## config.mk

```make
export PLATFORM = sky130hd
export DESIGN_NAME = button_mode_controller_flat
export DESIGN_NICKNAME = d
export VERILOG_FILES = /design/src/rtl/bmc_pkg.sv /design/src/rtl/bmc_in_if.sv /design/src/rtl/bmc_out_if.sv /design/src/rtl/bmc_cfg.sv /design/src/rtl/bmc_core.sv /design/src/rtl/button_mode_controller.sv /design/src/flat_wrapper.sv
export SDC_FILE = /design/constraint.sdc
export NUM_CORES = 1
export LEC_CHECK = 0
export ABC_AREA = 1
export BUFFER_PORTS_ARGS = -buffer_cell sky130_fd_sc_hd__clkbuf_2
export CORE_ASPECT_RATIO = 0.7
export CORE_UTILIZATION = 45
export CTS_BUF_LIST = sky130_fd_sc_hd__clkbuf_2
export CTS_CLUSTER_DIAMETER = 120
export DETAILED_ROUTE_END_ITERATION = 16
export SYNTH_ARGS = -nofsm -noshare
export SYNTH_HDL_FRONTEND = slang
export SYNTH_SLANG_ARGS = --single-unit
export TNS_END_PERCENT = 50
```

## constraint.sdc

```tcl
create_clock -name clk -period 2.7 [get_ports clk]
set_clock_uncertainty 0.05 [all_clocks]
set_input_delay 0.54 -clock clk [delete_from_list [all_inputs] [get_ports clk]]
set_output_delay 0.54 -clock clk [all_outputs]
set_load 0.03 [all_outputs]
```

## src/rtl/bmc_pkg.sv

```systemverilog
package bmc_pkg;

  localparam int TICK_COUNT_BITS_DEF = 16;
  localparam int CFG_DATA_W = 16;
  localparam int CFG_INDEX_W = 3;
  localparam int HOLD_W = 16;
  localparam int PRESS_W = 8;

  typedef enum logic [1:0] {
    MODE_SOFT = 2'd0,
    MODE_IDLE = 2'd1,
    MODE_RUN  = 2'd2,
    MODE_ERR  = 2'd3
  } mode_t;

  typedef enum logic [1:0] {
    EV_TICK    = 2'd0,
    EV_FAULT   = 2'd1,
    EV_RUN_REQ = 2'd2,
    EV_NONE    = 2'd3
  } event_t;

  localparam logic [CFG_INDEX_W-1:0] REG_IDLE_HOLD   = 3'd0;
  localparam logic [CFG_INDEX_W-1:0] REG_RUN_HOLD    = 3'd1;
  localparam logic [CFG_INDEX_W-1:0] REG_ERR_WINDOW  = 3'd2;
  localparam logic [CFG_INDEX_W-1:0] REG_PRESS_CLEAR = 3'd3;
  localparam logic [CFG_INDEX_W-1:0] REG_ERR_LAST    = 3'd4;

  localparam logic [HOLD_W-1:0]  IDLE_HOLD_RST   = 16'd200;
  localparam logic [HOLD_W-1:0]  RUN_HOLD_RST    = 16'd300;
  localparam logic [HOLD_W-1:0]  ERR_WINDOW_RST  = 16'd100;
  localparam logic [PRESS_W-1:0] PRESS_CLEAR_RST = 8'd3;

  typedef struct packed {
    logic [HOLD_W-1:0]  idle_hold_ticks;
    logic [HOLD_W-1:0]  run_hold_ticks;
    logic [HOLD_W-1:0]  error_window_ticks;
    logic [PRESS_W-1:0] presses_to_clear;
    logic               error_from_last_run;
  } cfg_t;

  typedef struct packed {
    logic [1:0] current_mode;
    logic       run_pending;
    logic       error_pending;
    logic       store_error_write;
    logic       store_error_value;
  } res_t;

endpackage

```

## src/rtl/bmc_in_if.sv

```systemverilog
interface bmc_in_if;
  logic       valid;
  logic       ready;
  logic [1:0] mode;
  logic       left_pressed;

  modport source (output valid, output mode, output left_pressed, input ready);
  modport sink (input valid, input mode, input left_pressed, output ready);
endinterface

```

## src/rtl/bmc_out_if.sv

```systemverilog
interface bmc_out_if;
  logic       valid;
  logic       ready;
  logic [1:0] current_mode;
  logic       run_pending;
  logic       error_pending;
  logic       store_error_write;
  logic       store_error_value;

  modport source (
    output valid, output current_mode, output run_pending, output error_pending,
    output store_error_write, output store_error_value, input ready
  );
  modport sink (
    input valid, input current_mode, input run_pending, input error_pending,
    input store_error_write, input store_error_value, output ready
  );
endinterface

```

## src/rtl/bmc_cfg.sv

```systemverilog
module bmc_cfg (
  input  logic                             clk,
  input  logic                             rst,
  input  logic                             cfg_we,
  input  logic [bmc_pkg::CFG_INDEX_W-1:0]  cfg_index,
  input  logic [bmc_pkg::CFG_DATA_W-1:0]   cfg_data,
  output bmc_pkg::cfg_t                    cfg
);
  import bmc_pkg::*;

  always_ff @(posedge clk) begin
    if (rst) begin
      cfg.idle_hold_ticks     <= IDLE_HOLD_RST;
      cfg.run_hold_ticks      <= RUN_HOLD_RST;
      cfg.error_window_ticks  <= ERR_WINDOW_RST;
      cfg.presses_to_clear    <= PRESS_CLEAR_RST;
      cfg.error_from_last_run <= 1'b0;
    end else if (cfg_we) begin
      unique case (cfg_index)
        REG_IDLE_HOLD:   cfg.idle_hold_ticks     <= cfg_data[HOLD_W-1:0];
        REG_RUN_HOLD:    cfg.run_hold_ticks      <= cfg_data[HOLD_W-1:0];
        REG_ERR_WINDOW:  cfg.error_window_ticks  <= cfg_data[HOLD_W-1:0];
        REG_PRESS_CLEAR: cfg.presses_to_clear    <= cfg_data[PRESS_W-1:0];
        REG_ERR_LAST:    cfg.error_from_last_run <= cfg_data[0];
        default: ;
      endcase
    end
  end
endmodule

```

## src/rtl/bmc_core.sv

```systemverilog
module bmc_core #(
  parameter int TICK_COUNT_BITS = bmc_pkg::TICK_COUNT_BITS_DEF
) (
  input  logic           clk,
  input  logic           rst,
  input  logic           step,
  input  logic [1:0]     ev,
  input  logic           pressed,
  input  bmc_pkg::cfg_t  cfg,
  output bmc_pkg::res_t  res
);
  import bmc_pkg::*;

  localparam int CW = (TICK_COUNT_BITS > HOLD_W) ? TICK_COUNT_BITS : HOLD_W;

  mode_t                      mode, mode_next;
  logic [TICK_COUNT_BITS-1:0] tick_count, tick_count_next, tick_inc;
  logic                       run_flag, run_flag_next;
  logic                       error_flag, error_flag_next;
  logic                       press_latch, press_latch_next;
  logic                       window_open, window_open_next;
  logic [PRESS_W-1:0]         press_count, press_count_next;

  logic                       run_ev, err_ev;
  logic [CW-1:0]              tick_w;
  logic                       idle_hit, run_hit, win_hit;
  logic                       store_write, store_value;

  assign tick_inc = (tick_count == {TICK_COUNT_BITS{1'b1}}) ? tick_count
                                                            : tick_count + 1'b1;
  assign tick_w   = CW'(tick_inc);
  assign idle_hit = tick_w >= CW'(cfg.idle_hold_ticks);
  assign run_hit  = tick_w >= CW'(cfg.run_hold_ticks);
  assign win_hit  = tick_w >= CW'(cfg.error_window_ticks);

  // Event handling: flag and counter updates before the mode settles.
  always_comb begin
    tick_count_next  = tick_count;
    run_ev           = run_flag;
    err_ev           = error_flag;
    press_latch_next = press_latch;
    window_open_next = window_open;
    press_count_next = press_count;
    case (event_t'(ev))
      EV_TICK: begin
        tick_count_next = tick_inc;
        case (mode)
          MODE_SOFT: tick_count_next = '0;
          MODE_IDLE: begin
            if (!pressed) begin
              if (idle_hit) run_ev = 1'b1;
              tick_count_next = '0;
            end
          end
          MODE_RUN: begin
            if (!pressed) begin
              if (run_hit) run_ev = 1'b0;
              tick_count_next = '0;
            end
          end
          default: begin
            if (pressed) begin
              if (!press_latch) begin
                press_latch_next = 1'b1;
                press_count_next = press_count + 1'b1;
              end
              window_open_next = 1'b1;
            end else begin
              press_latch_next = 1'b0;
              if (win_hit) begin
                window_open_next = 1'b0;
                if (press_count == cfg.presses_to_clear) err_ev = 1'b0;
                press_count_next = '0;
              end
              if (win_hit || !window_open) tick_count_next = '0;
            end
          end
        endcase
      end
      EV_FAULT:   err_ev = 1'b1;
      EV_RUN_REQ: if (mode == MODE_IDLE) run_ev = 1'b1;
      default: ;
    endcase
  end

  // Mode resolution: error wins, otherwise the run request picks run or idle.
  always_comb begin
    error_flag_next = err_ev | ((mode == MODE_SOFT) & cfg.error_from_last_run);
    run_flag_next   = run_ev;
    if (error_flag_next) begin
      mode_next = MODE_ERR;
      if (mode == MODE_IDLE || mode == MODE_RUN) run_flag_next = 1'b0;
    end else if (run_ev) begin
      mode_next = MODE_RUN;
    end else begin
      mode_next = MODE_IDLE;
    end
  end

  always_comb begin
    store_write = (mode_next == MODE_ERR) != (mode == MODE_ERR);
    store_value = store_write & (mode_next == MODE_ERR);
  end

  assign res.current_mode      = mode_next;
  assign res.run_pending       = run_flag_next;
  assign res.error_pending     = error_flag_next;
  assign res.store_error_write = store_write;
  assign res.store_error_value = store_value;

  always_ff @(posedge clk) begin
    if (rst) begin
      mode        <= MODE_SOFT;
      tick_count  <= '0;
      run_flag    <= 1'b0;
      error_flag  <= 1'b0;
      press_latch <= 1'b0;
      window_open <= 1'b0;
      press_count <= '0;
    end else if (step) begin
      mode        <= mode_next;
      tick_count  <= tick_count_next;
      run_flag    <= run_flag_next;
      error_flag  <= error_flag_next;
      press_latch <= press_latch_next;
      window_open <= window_open_next;
      press_count <= press_count_next;
    end
  end

  a_err_mode_flag: assert property (@(posedge clk) disable iff (rst)
    mode == MODE_ERR |-> error_flag)
    else $error("error mode without error flag");

  a_run_mode_flag: assert property (@(posedge clk) disable iff (rst)
    mode == MODE_RUN |-> run_flag)
    else $error("run mode without run flag");

  a_store_on_change: assert property (@(posedge clk) disable iff (rst)
    step && store_write |=> $past(mode) != mode)
    else $error("store write without a mode change");
endmodule

```

## src/rtl/button_mode_controller.sv

```systemverilog
// A request accepted into the input register is processed when it advances into the
// result register, which waits while an untaken result is held; it is valid from then on.
// Throughput: one request per cycle while results are taken; the input register and
// the result register let a new request enter while a finished result waits to be taken.
// Reset is synchronous: mode softstart, all flags and counters cleared, registers at defaults.
module button_mode_controller #(
  parameter int TICK_COUNT_BITS = bmc_pkg::TICK_COUNT_BITS_DEF
) (
  input  logic                             clk,
  input  logic                             rst,
  bmc_in_if.sink                           in_req,
  bmc_out_if.source                        out_res,
  input  logic                             cfg_we,
  input  logic [bmc_pkg::CFG_INDEX_W-1:0]  cfg_index,
  input  logic [bmc_pkg::CFG_DATA_W-1:0]   cfg_data
);
  import bmc_pkg::*;

  cfg_t       cfg;
  res_t       res_next, res;
  logic       in_vld;
  logic [1:0] in_ev;
  logic       in_pressed;
  logic       out_vld;
  logic       advance;

  assign advance      = in_vld && (!out_vld || out_res.ready);
  assign in_req.ready = !in_vld || advance;

  always_ff @(posedge clk) begin
    if (rst) begin
      in_vld <= 1'b0;
    end else if (in_req.valid && in_req.ready) begin
      in_vld <= 1'b1;
    end else if (advance) begin
      in_vld <= 1'b0;
    end
  end

  always_ff @(posedge clk) begin
    if (in_req.valid && in_req.ready) begin
      in_ev      <= in_req.mode;
      in_pressed <= in_req.left_pressed;
    end
  end

  bmc_cfg u_cfg (
    .clk       (clk),
    .rst       (rst),
    .cfg_we    (cfg_we),
    .cfg_index (cfg_index),
    .cfg_data  (cfg_data),
    .cfg       (cfg)
  );

  bmc_core #(
    .TICK_COUNT_BITS (TICK_COUNT_BITS)
  ) u_core (
    .clk     (clk),
    .rst     (rst),
    .step    (advance),
    .ev      (in_ev),
    .pressed (in_pressed),
    .cfg     (cfg),
    .res     (res_next)
  );

  always_ff @(posedge clk) begin
    if (rst) begin
      out_vld <= 1'b0;
    end else if (advance) begin
      out_vld <= 1'b1;
    end else if (out_res.ready) begin
      out_vld <= 1'b0;
    end
  end

  always_ff @(posedge clk) begin
    if (advance) begin
      res <= res_next;
    end
  end

  assign out_res.valid             = out_vld;
  assign out_res.current_mode      = res.current_mode;
  assign out_res.run_pending       = res.run_pending;
  assign out_res.error_pending     = res.error_pending;
  assign out_res.store_error_write = res.store_error_write;
  assign out_res.store_error_value = res.store_error_value;
endmodule
```

## src/flat_wrapper.sv

```systemverilog
// flat-port wrapper written by rule: the top's interface ports become plain ports
module button_mode_controller_flat import bmc_pkg::*;
#(
  parameter int TICK_COUNT_BITS = bmc_pkg::TICK_COUNT_BITS_DEF
)
  (clk, rst, cfg_we, cfg_index, cfg_data, in_req_valid, in_req_mode, in_req_left_pressed, in_req_ready, out_res_valid, out_res_current_mode, out_res_run_pending, out_res_error_pending, out_res_store_error_write, out_res_store_error_value, out_res_ready);
  bmc_in_if in_req_i ();
  bmc_out_if out_res_i ();
  input  logic clk;
  input  logic rst;
  input  logic cfg_we;
  input  logic [bmc_pkg::CFG_INDEX_W-1:0] cfg_index;
  input  logic [bmc_pkg::CFG_DATA_W-1:0] cfg_data;
  input wire logic [$bits(in_req_i.valid)-1:0] in_req_valid;
  input wire logic [$bits(in_req_i.mode)-1:0] in_req_mode;
  input wire logic [$bits(in_req_i.left_pressed)-1:0] in_req_left_pressed;
  output wire logic [$bits(in_req_i.ready)-1:0] in_req_ready;
  output wire logic [$bits(out_res_i.valid)-1:0] out_res_valid;
  output wire logic [$bits(out_res_i.current_mode)-1:0] out_res_current_mode;
  output wire logic [$bits(out_res_i.run_pending)-1:0] out_res_run_pending;
  output wire logic [$bits(out_res_i.error_pending)-1:0] out_res_error_pending;
  output wire logic [$bits(out_res_i.store_error_write)-1:0] out_res_store_error_write;
  output wire logic [$bits(out_res_i.store_error_value)-1:0] out_res_store_error_value;
  input wire logic [$bits(out_res_i.ready)-1:0] out_res_ready;
  assign in_req_i.valid = in_req_valid;
  assign in_req_i.mode = in_req_mode;
  assign in_req_i.left_pressed = in_req_left_pressed;
  assign in_req_ready = in_req_i.ready;
  assign out_res_valid = out_res_i.valid;
  assign out_res_current_mode = out_res_i.current_mode;
  assign out_res_run_pending = out_res_i.run_pending;
  assign out_res_error_pending = out_res_i.error_pending;
  assign out_res_store_error_write = out_res_i.store_error_write;
  assign out_res_store_error_value = out_res_i.store_error_value;
  assign out_res_i.ready = out_res_ready;
  button_mode_controller #(.TICK_COUNT_BITS(TICK_COUNT_BITS)) u_core (.clk(clk), .rst(rst), .in_req(in_req_i), .out_res(out_res_i), .cfg_we(cfg_we), .cfg_index(cfg_index), .cfg_data(cfg_data));
endmodule
```

==> qor.yml, run 1 <==
status: "complete, but fails checks"
violations: "negative setup slack"
fin_worst_hold_slack_ns: 0.0904
layout-drive-gt1-share_pct: 25.5
synth_common_cells: "nand2_1, inv_1, a21oi_1"
hp-class: "in2reg"
postLayoutCellArea_um2: 6850
dp.final_hpwl_um: 10600
crit_start: "u_core.u_core.tick_count[0]"
cts_made_buffers: 9
peakVddDrop_v: 0.000228
combPwrFrac_pct: 11.8
max-cap-violations: 0
grt_use_total_pct: 24.3
clockBufferDepth: 2
clockRootBuffer: "clkbuf_2"
period_share_pct: 115
cpMaxStageDelayCell: "dfxtp_4"
final_nets: 909
drt_iter0_drc: 331
die_w_um: 134
timing.critical_path.buf_inv: 2
fin_setup_tns_ns: -11.94
r2r-start: "u_core.u_core.tick_count[0]"
crit_path_max_incr_delay_ns: 0.42
worstMarginPinSlew_ns: 0.814
seqPwrFrac_pct: 59.7
pre_cts_slack_ns: -0.581
die_h_um: 94.1
dieArea_um2: 12600
synthToLayoutAreaGrowth_pct: 25.7
crit_path_cell_trace: "ha_4 -> nand2_4 -> nor2_4 -> nand3_4 -> nor3_4 -> nand3_2 -> nor2_4 -> buf_6 -> nor2_2 -> nor2_4 -> ha_4 -> nand2_2 -> o21bai_1 -> nand2_1 -> nand2_1 -> nand2_2 -> nand2_2 -> nand3_2 -> nand2_2 -> nand2_2 -> nand2_4 -> ha_4 -> inv_2"
synth-seq-area-share_pct: 37.6
syn_inst: 732
synth_area_um2: 5450
grt_pass1_wl_um: 23600
synth.avg_cell_area_um2: 7.45
async_reset_ff_share_pct: 0
wl_per_cell_um: 14.8
crit_top_cell: "nand2_2"
synth.most_common_cell: "nand2_1"
place_area_um2: 6220
syn-num-nets: 815
vias_per_cell: 5.24
p_sw_uw: 727
ys_ff_latch: 98
rsz0062_at_grt: "true"
clkLatencyLatePin_ns: 0.57
grt_antenna_before_repair: 0
worstPathMaxFanout: 4
ys_warn_count: 0
clkPwrFrac_pct: 28.6
grt_max_degree: 62
relSlewSlack_pct: 45.7
internal-power_mw: 1.86
cts_tree: "built"
clock-sinks: 98
vias: 5175
start_util_pct: 46.3
htree_levels: 3
hp-start: "in_req_mode[1]"
synth_top_area_share_pct: 32.7
wirelength_um: 14600
yosysUniqueCellTypes: 36
drv_slew: 0
dr.pass1.iters: 5
end_kind: "flop"
drc_errors: 0
first_global_vias: 4795
crit_arrival_ns: 3.43
gr-total-overflow: 0
critPathKind: "reg2reg"
fmax_mhz: 323
synth-edff-count: 9
switching_share_pct: 28.1
ys.flop_type: "dfxtp_1"
startpoint_type: "flop"
finalSetupViolCount: 36
postRouteAntennaNets: 0
post-route-min-period_ns: 3.10
crit_family: "simple AND/OR/NAND/NOR gates"
portBuffers: 34
final-hold-violation-count: 0
ios: 35
core-area_um2: 11800
synth_top_area_cell: "dfxtp_1"
synthTopCellsByArea: "dfxtp_1, ha_1, nand2_1"
diodes: 0
num_rows: 33
power_leakage_nw: 2.98
clkTransAtPathRegs_ns: 0.26
cp.required_ns: 3.03
gp_congestion: 0.900
powerDensity_nw_per_um2: 377
final.setup.worst_slack_ns: -0.398
[per-stage QoR]
stage	power (mW)	instances	utilization, %
after detailed placement	1.83	957	52.9
final	2.58	988	58.2
after global routing	2.72	988	58.2
after CTS	2.59	981	55.5
after global placement	1.82	957	52.9
after floorplan	1.73	732	-
[worst paths after layout]
path	depth (start not counted)	end	slack, ns
worst min register to register	2	u_core.u_cfg.cfg[24]	0.43
worst min-delay path	1	u_core.in_ev[1]	0.09
worst max-delay path	23	u_core.out_res.store_error_write	-0.40
worst max register to register	23	u_core.out_res.store_error_write	-0.40
[cells by family (layout without fill, tap and decap cells)]
family	Yosys count	in the layout	synth area share (%)
buf+inv	127	225	8.86
simple gates	255	256	20.5
flops	98	98	37.6
fa+ha+maj	56	56	12.9
xor+xnor	15	15	2.41
compound gates	181	181	17.7
[power by group through the flow]
| stage | logic (mW) | clock network [mW] | registers (mW) |
|---|---|---|---|
| floorplan | 0.160 | 0 | 1.57 |
| global placement | 0.253 | 0 | 1.57 |
| detailed placement | 0.259 | 0 | 1.57 |
| CTS | 0.280 | 0.771 | 1.54 |
| global route | 0.341 | 0.830 | 1.55 |
| finish | 0.304 | 0.738 | 1.54 |
[final cells by class]
class | instances | area, µm²
multi-input combinational | 508 | 3350
clock buffer | 11 | 55.1
tap | 157 | 196
clock inverter | 5 | 61.3
inverter | 104 | 393
sequential | 98 | 2060
fill | 1091 | 4920
timing repair buffer | 105 | 741
[registers in the layout, summed over array words and instances (netlist names)]
register and count:
u_core.in_ev 2, u_core.in_pressed 1, u_core.in_vld 1, u_core.out_res.current_mode 2, u_core.out_res.error_pending 1, u_core.out_res.run_pending 1
u_core.out_res.store_error_value 1, u_core.out_res.store_error_write 1, u_core.out_res.valid 1, u_core.u_cfg.cfg 57, u_core.u_core.error_flag 1, u_core.u_core.mode 2
u_core.u_core.press_count 8, u_core.u_core.press_latch 1, u_core.u_core.run_flag 1, u_core.u_core.tick_count 16, u_core.u_core.window_open 1
[layout by cell type, fill, tap and decap left out, drive strengths merged, types with 3 or more instances in the layout]
master / count
clkbuf: 45
xor2: 12
o21a: 3
nand3: 37
nor2: 55
nor3: 12
ha: 56
xnor2: 3
clkinv: 3
edfxtp: 9
nor4: 4
a21oi: 100
o21ai: 63
nand4: 9
buf: 70
nand2: 137
inv: 104
dfxtp: 89
o211ai: 11
[metal layers]
layer	share of wire [%]	track usage (%)	vias to the layer above
met5	0	0	-
met4	1.3	6.06	0
met3	4.5	4.26	18
met2	41	35.6	126
met1	53	36.3	2418
li1	-	-	2613
[repair_timing]
item,CTS,global route
hold endpoints to repair,0,1
gates resized for setup,34,53
hold buffers,0,1
endpoints found under the setup margin,36,36
buffers inserted,7,7
gates cloned,1,0
pin swaps,33,44
Power figures use the tool's default switching activity.
==> run 2: changes to the inputs <==
HOLD_SLACK_MARGIN = 0.15   (was default)
PLACE_DENSITY_LB_ADDON = 0.05   (was default)
==> run 2 against run 1 <==
Against the previous run:
- the run still ends with negative setup slack left
- register-to-register slack worse by 0.14 ns
- clock power is 14% lower
- sequential power hardly changed
- worst setup slack worse by 0.14 ns
- total power is 3.2% lower
- routed wire length is 1.1% higher
- hold slack better by 0.088 ns
- die area stayed put
- final cell count is 1.3% higher
- critical endpoint unchanged
==> qor.yml, run 2 (synthesized netlist as in run 1, its figures left out) <==
dr.pass1.iters: 5  # unchanged
top_regs: "u_core.u_cfg.cfg: 57 flops, u_core.u_core.tick_count: 16 flops, u_core.u_core.press_count: 8 flops"  # unchanged
max-cap-violations: 0  # unchanged
clkLatencyLatePin_ns: 0.59  # was 0.57 ns
first_global_vias: 4819  # was 4795
hp-start: "cfg_data[15]"  # was in_req_mode[1]
r2r-start: "u_core.u_core.tick_count[1]"  # was u_core.u_core.tick_count[0]
powerDensity_nw_per_um2: 359  # was 377 nW/µm²
largest_reg_flops: 57  # unchanged
grt_pass1_wl_um: 24300  # was 23600 µm
ios: 35  # unchanged
grt_most_used_layer: "met1"  # unchanged
grt_use_total_pct: 24.8  # was 24.3%
violations: "negative setup slack"  # unchanged
regMostFlops: "u_core.u_cfg.cfg"  # unchanged
period_share_pct: 120  # was 115%
postRouteAntennaNets: 0  # unchanged
worstPathMaxFanout: 4  # unchanged
die_h_um: 94.1  # unchanged
fin_worst_hold_slack_ns: 0.178  # was 0.0904 ns
clock-sinks: 98  # unchanged
portBuffers: 34  # unchanged
status: "complete, but fails checks"  # unchanged
layout_commonest_cell: "nand2_1"  # unchanged
drc_errors: 0  # unchanged
die_w_um: 134  # unchanged
gr-total-overflow: 0  # unchanged
wirelength_um: 14800  # was 14600 µm
relSlewSlack_pct: 47.5  # was 45.7%
cts_tree: "built"  # unchanged
num_rows: 33  # unchanged
rsz0062_at_grt: "true"  # unchanged
wl_per_cell_um: 14.8  # about the same
crit_top_cell: "nand2_4"  # was nand2_2
drv_slew: 0  # unchanged
reg2reg_setup_slack_ns: -0.53  # was -0.40 ns
dp.final_hpwl_um: 10800  # was 10600 µm
layout-drive-gt1-share_pct: 25.5  # about the same
power_leakage_nw: 3.04  # was 2.98 nW
crit_arrival_ns: 3.57  # was 3.43 ns
use_met2_pct: 36.5  # was 35.6%
final_util_pct: 59.2  # was 58.2%
timing.critical_path.buf_inv: 3  # was 2
cts_made_buffers: 9  # unchanged
dieArea_um2: 12600  # unchanged
final_nets: 922  # was 909
clockBufferDepth: 2  # unchanged
diodes: 0  # unchanged
hp-class: "in2reg"  # unchanged
synthToLayoutAreaGrowth_pct: 27.9  # was 25.7%
worstMarginPinSlew_ns: 0.787  # was 0.814 ns
critPathKind: "reg2reg"  # unchanged
post-route-min-period_ns: 3.23  # was 3.10 ns
layout_common_cells: "nand2_1, inv_1, dfxtp_1"  # was nand2_1, inv_1, a21oi_1
startpoint_type: "flop"  # unchanged
pre_cts_slack_ns: -0.609  # was -0.581 ns
crit_path_cell_trace: "ha_4 -> nand2_4 -> nor2_4 -> nand3_4 -> nor3_4 -> nand4_1 -> buf_4 -> nand2_4 -> xnor2_4 -> ha_4 -> nand4_1 -> nor3_4 -> buf_6 -> nand2_4 -> nand3_2 -> nand2_2 -> nand2_2 -> nand2_4 -> ha_1 -> inv_1"  # was ha_4 -> nand2_4 -> nor2_4 -> nand3_4 -> nor3_4 -> nand3_2 -> nor2_4 -> buf_6 -> nor2_2 -> nor2_4 -> ha_4 -> nand2_2 -> o21bai_1 -> nand2_1 -> nand2_1 -> nand2_2 -> nand2_2 -> nand3_2 -> nand2_2 -> nand2_2 -> nand2_4 -> ha_4 -> inv_2
final.setup.worst_slack_ns: -0.534  # was -0.398 ns
drt_iter0_drc: 396  # was 331
vias: 5186  # was 5175
gp_congestion: 0.861  # was 0.900
peakVddDrop_v: 0.000261  # was 0.000228 V
grt_max_degree: 62  # unchanged
vias_per_cell: 5.18  # was 5.24
postLayoutCellArea_um2: 6970  # was 6850 µm²
start_util_pct: 46.3  # unchanged
grt_antenna_before_repair: 0  # unchanged
power.total_mw: 2.50  # was 2.58 mW
final-hold-violation-count: 0  # unchanged
clockRootBuffer: "clkbuf_2"  # unchanged
place_area_um2: 6260  # was 6220 µm²
core-area_um2: 11800  # unchanged
cp.required_ns: 3.04  # was 3.03 ns
clkTransAtPathRegs_ns: 0.28  # was 0.26 ns
finalSetupViolCount: 36  # unchanged
fmax_mhz: 309  # was 323 MHz
globalRouteMet3Util_pct: 3.61  # was 4.26%
crit_path_max_incr_delay_ns: 0.42  # about the same
end_kind: "flop"  # unchanged
htree_levels: 3  # unchanged
crit_family: "simple AND/OR/NAND/NOR gates"  # unchanged
cpMaxStageDelayCell: "dfxtp_2"  # was dfxtp_4
use_met1_pct: 37.6  # was 36.3%
crit_start: "u_core.u_core.tick_count[1]"  # was u_core.u_core.tick_count[0]
## run 2: final timing paths
path / cells after the start / endpoint
max: 20 / u_core.out_res.store_error_write
min: 3 / u_core.u_cfg.cfg[56]
min reg2reg: 2 / u_core.u_cfg.cfg[45]
max reg2reg: 20 / u_core.out_res.store_error_write
## run 2: metrics by stage
step,cells,setup TNS (ns)
finish,1001,-16.30
global route,1001,-24.17
CTS,998,-15.67
detailed placement,963,-17.54
global placement,963,-16.32
floorplan,732,-1.49
## run 2: repair_timing
item	4_1_cts	5_1_grt
pin swaps	20	15
hold buffers	14	0
endpoints found under the setup margin	36	36
buffers inserted	4	3
endpoints found under the hold margin	15	0
gates resized for setup	43	52
gates cloned	1	0
## run 2: cell type report
cell class,count,area (µm²)
Fill cell,1128,4800
Multi-Input combinational cell,508,3360
Sequential cell,98,2060
Timing Repair Buffer,118,871
Inverter,104,398
Tap cell,157,196
Clock buffer,10,50.0
Clock inverter,6,40.0
## run 2: worst reg2reg max path: stages, from the launching register on
cell and delay, ns:
dfxtp_2 0.42, ha_4 0.14, nand2_4 0.06, nor2_4 0.11, nand3_4 0.09, nor3_4 0.19, nand4_1 0.14, buf_4 0.18
nand2_4 0.08, xnor2_4 0.13, ha_4 0.31, nand4_1 0.16, nor3_4 0.20, buf_6 0.13, nand2_4 0.05, nand3_2 0.06
nand2_2 0.06, nand2_2 0.09, nand2_4 0.07, ha_1 0.29, inv_1 0.04
## run 2: per-layer routing
layer | routed length (µm) | vias to the layer above | share of wire (%)
met1 | 7950 | 2425 | 54
met4 | 105 | 0 | 0.71
li1 | - | 2637 | -
met5 | 0 | - | 0
met2 | 6090 | 114 | 41
met3 | 645 | 10 | 4.4
## run 2: where the power goes
part           switching [mW]  total (mW)  internal (mW)
Combinational           0.201       0.322          0.121
Sequential             0.0221        1.54           1.52
Clock                   0.509       0.636          0.127
Total                   0.733        2.50           1.77
==> run 3: changes to the inputs <==
CORE_MARGIN = 5   (was default)
==> run 3 against run 2 <==
Against the previous run:
- the flow still finishes with violations (negative setup slack)
- combinational power is 2% higher
- sequential cell count is the same
- first-iteration DRC count shrank 29%
- clock power is 22% higher
- maximum frequency down 0.57%
- global-route usage shrank 3.0 points
- worst setup slack got worse by 0.019 ns
- sequential share of layout area down 0.58 points
- core utilization rose by 1.2 points
- critical path depth shrank 1
- largest cell class unchanged
- highest routed layer unchanged
==> qor.yml, run 3 (synthesized netlist as in run 1, its figures left out) <==
relSlewSlack_pct: 48.3  # was 47.5%
vias_per_cell: 5.18  # about the same
layout_common_cells: "nand2_1, inv_1, dfxtp_1"  # unchanged
htree_levels: 3  # unchanged
dieArea_um2: 14400  # was 12600 µm²
final_nets: 929  # was 922
cp.required_ns: 3.00  # was 3.04 ns
dp.final_hpwl_um: 11200  # was 10800 µm
synthToLayoutAreaGrowth_pct: 30.4  # was 27.9%
worstMarginPinSlew_ns: 0.775  # was 0.787 ns
crit_arrival_ns: 3.56  # was 3.57 ns
wirelength_um: 15500  # was 14800 µm
postRouteAntennaNets: 0  # unchanged
first_global_vias: 4834  # was 4819
violations: "negative setup slack"  # unchanged
hp-class: "in2reg"  # unchanged
end_kind: "flop"  # unchanged
post-route-min-period_ns: 3.25  # was 3.23 ns
dr.pass1.iters: 5  # unchanged
num_rows: 33  # unchanged
largest_reg_flops: 57  # unchanged
vias: 5223  # was 5186
cts_made_buffers: 9  # unchanged
wl_per_cell_um: 15.4  # was 14.8 µm
die_w_um: 142  # was 134 µm
critPathKind: "reg2reg"  # unchanged
diodes: 0  # unchanged
grt_use_total_pct: 21.8  # was 24.8%
multi_input_area_um2: 3380  # was 3360 µm²
fmax_mhz: 307  # was 309 MHz
status: "complete, but fails checks"  # unchanged
ios: 35  # unchanged
regMostFlops: "u_core.u_cfg.cfg"  # unchanged
die_h_um: 102  # was 94.1 µm
max-cap-violations: 0  # unchanged
core-area_um2: 11800  # unchanged
n_fill_cell: 1059  # was 1128
clock-sinks: 98  # unchanged
cts_tree: "built"  # unchanged
place_area_um2: 6260  # about the same
startpoint_type: "flop"  # unchanged
peakVddDrop_v: 0.000279  # was 0.000261 V
rsz0062_at_grt: "true"  # unchanged
clockRootBuffer: "clkbuf_2"  # unchanged
layout_commonest_cell: "nand2_1"  # unchanged
postLayoutCellArea_um2: 7110  # was 6970 µm²
gr-total-overflow: 0  # unchanged
final.setup.worst_slack_ns: -0.552  # was -0.534 ns
top_regs: "u_core.u_cfg.cfg: 57 flops, u_core.u_core.tick_count: 16 flops, u_core.u_core.press_count: 8 flops"  # unchanged
layout-drive-gt1-share_pct: 25.9  # was 25.5%
fin_worst_hold_slack_ns: 0.214  # was 0.178 ns
period_share_pct: 120  # about the same
clockBufferDepth: 2  # unchanged
portBuffers: 34  # unchanged
clkLatencyLatePin_ns: 0.58  # was 0.59 ns
finalSetupViolCount: 36  # unchanged
powerDensity_nw_per_um2: 372  # was 359 nW/µm²
drc_errors: 0  # unchanged
start_util_pct: 46.3  # unchanged
clkTransAtPathRegs_ns: 0.28  # about the same
worstPathMaxFanout: 4  # unchanged
drv_slew: 0  # unchanged
power_leakage_nw: 3.12  # was 3.04 nW
final_util_pct: 60.4  # was 59.2%
final-hold-violation-count: 0  # unchanged
gp_congestion: 0.912  # was 0.861
seq_area_um2: 2060  # about the same
grt_antenna_before_repair: 0  # unchanged
drt_iter0_drc: 281  # was 396
grt_max_degree: 62  # unchanged
grt_pass1_wl_um: 25000  # was 24300 µm
run 3: cell count changes in the layout (fill, tap and decap cells not counted), sizes merged:
cell,before,now
buf,70,73
bufinv,0,1
clkinv,5,4
dlygate4sd3,14,17
inv,104,105
run 3: critical path: stages (launching register included):
cell and delay (ns):
dfxtp_4 0.43, ha_4 0.14, nand2_4 0.06, nor2_4 0.12, nand3_4 0.09, nor3_4 0.21
nand4_1 0.20, nand2_2 0.17, xnor2_4 0.14, ha_4 0.29, nand4_1 0.13, nor3_4 0.28
nand3_2 0.15, nand3_2 0.10, nand2_2 0.05, nand2_2 0.07, nand2_4 0.08, buf_6 0.13
inv_1 0.06, nand3_1 0.08
run 3: per-stage QoR:
step                total power [mW]  TNS, ns  setup slack, ns  instances
detailed placement              1.83   -20.66           -0.704        961
CTS                             2.66   -12.98           -0.478       1001
floorplan                       1.73    -1.49           -0.150        732
finish                          2.65   -17.60           -0.552       1008
global route                    2.77   -25.01           -0.760       1008
global placement                1.83   -18.86           -0.618        961
run 3: what timing repair did:
action | CTS | global route
gates resized for setup | 53 | 40
setup buffers | 8 | 5
gates cloned | 1 | 1
endpoints found under the hold margin | 21 | 3
setup endpoints to repair | 36 | 36
hold buffers | 16 | 1
pin swaps | 20 | 6
run 3: path summary, 6_finish.rpt:
path	startpoint	endpoint	slack, ns	cells past startpoint
min reg2reg	u_core.u_cfg.cfg[17]	u_core.u_cfg.cfg[17]	0.43	2
max reg2reg	u_core.u_core.tick_count[0]	u_core.out_res.current_mode[0]	-0.55	19
min	cfg_data[13]	u_core.u_cfg.cfg[54]	0.21	3
max	u_core.u_core.tick_count[0]	u_core.out_res.current_mode[0]	-0.55	19
run 3: final cells by class:
class,count,share of cell area [%]
Clock buffer,9,0.634
Clock inverter,7,1.21
Inverter,104,5.56
Multi-Input combinational cell,508,47.6
Sequential cell,98,28.9
Tap cell,157,2.76
Timing Repair Buffer,125,13.3
run 3: where the power goes:
group          switching, mW  internal (mW)
Sequential            0.0208           1.52
Combinational          0.207          0.122
Clock                  0.546          0.232
run 3: layer usage:
| metal | GRT usage (%) | up-vias | wire (µm) |
|---|---|---|---|
| li1 | - | 2656 | - |
| met3 | 4.02 | 14 | 820 |
| met2 | 31.4 | 122 | 6230 |
| met4 | 4.72 | 0 | 171 |
| met5 | 0 | - | 0 |
| met1 | 33.7 | 2431 | 8270 |
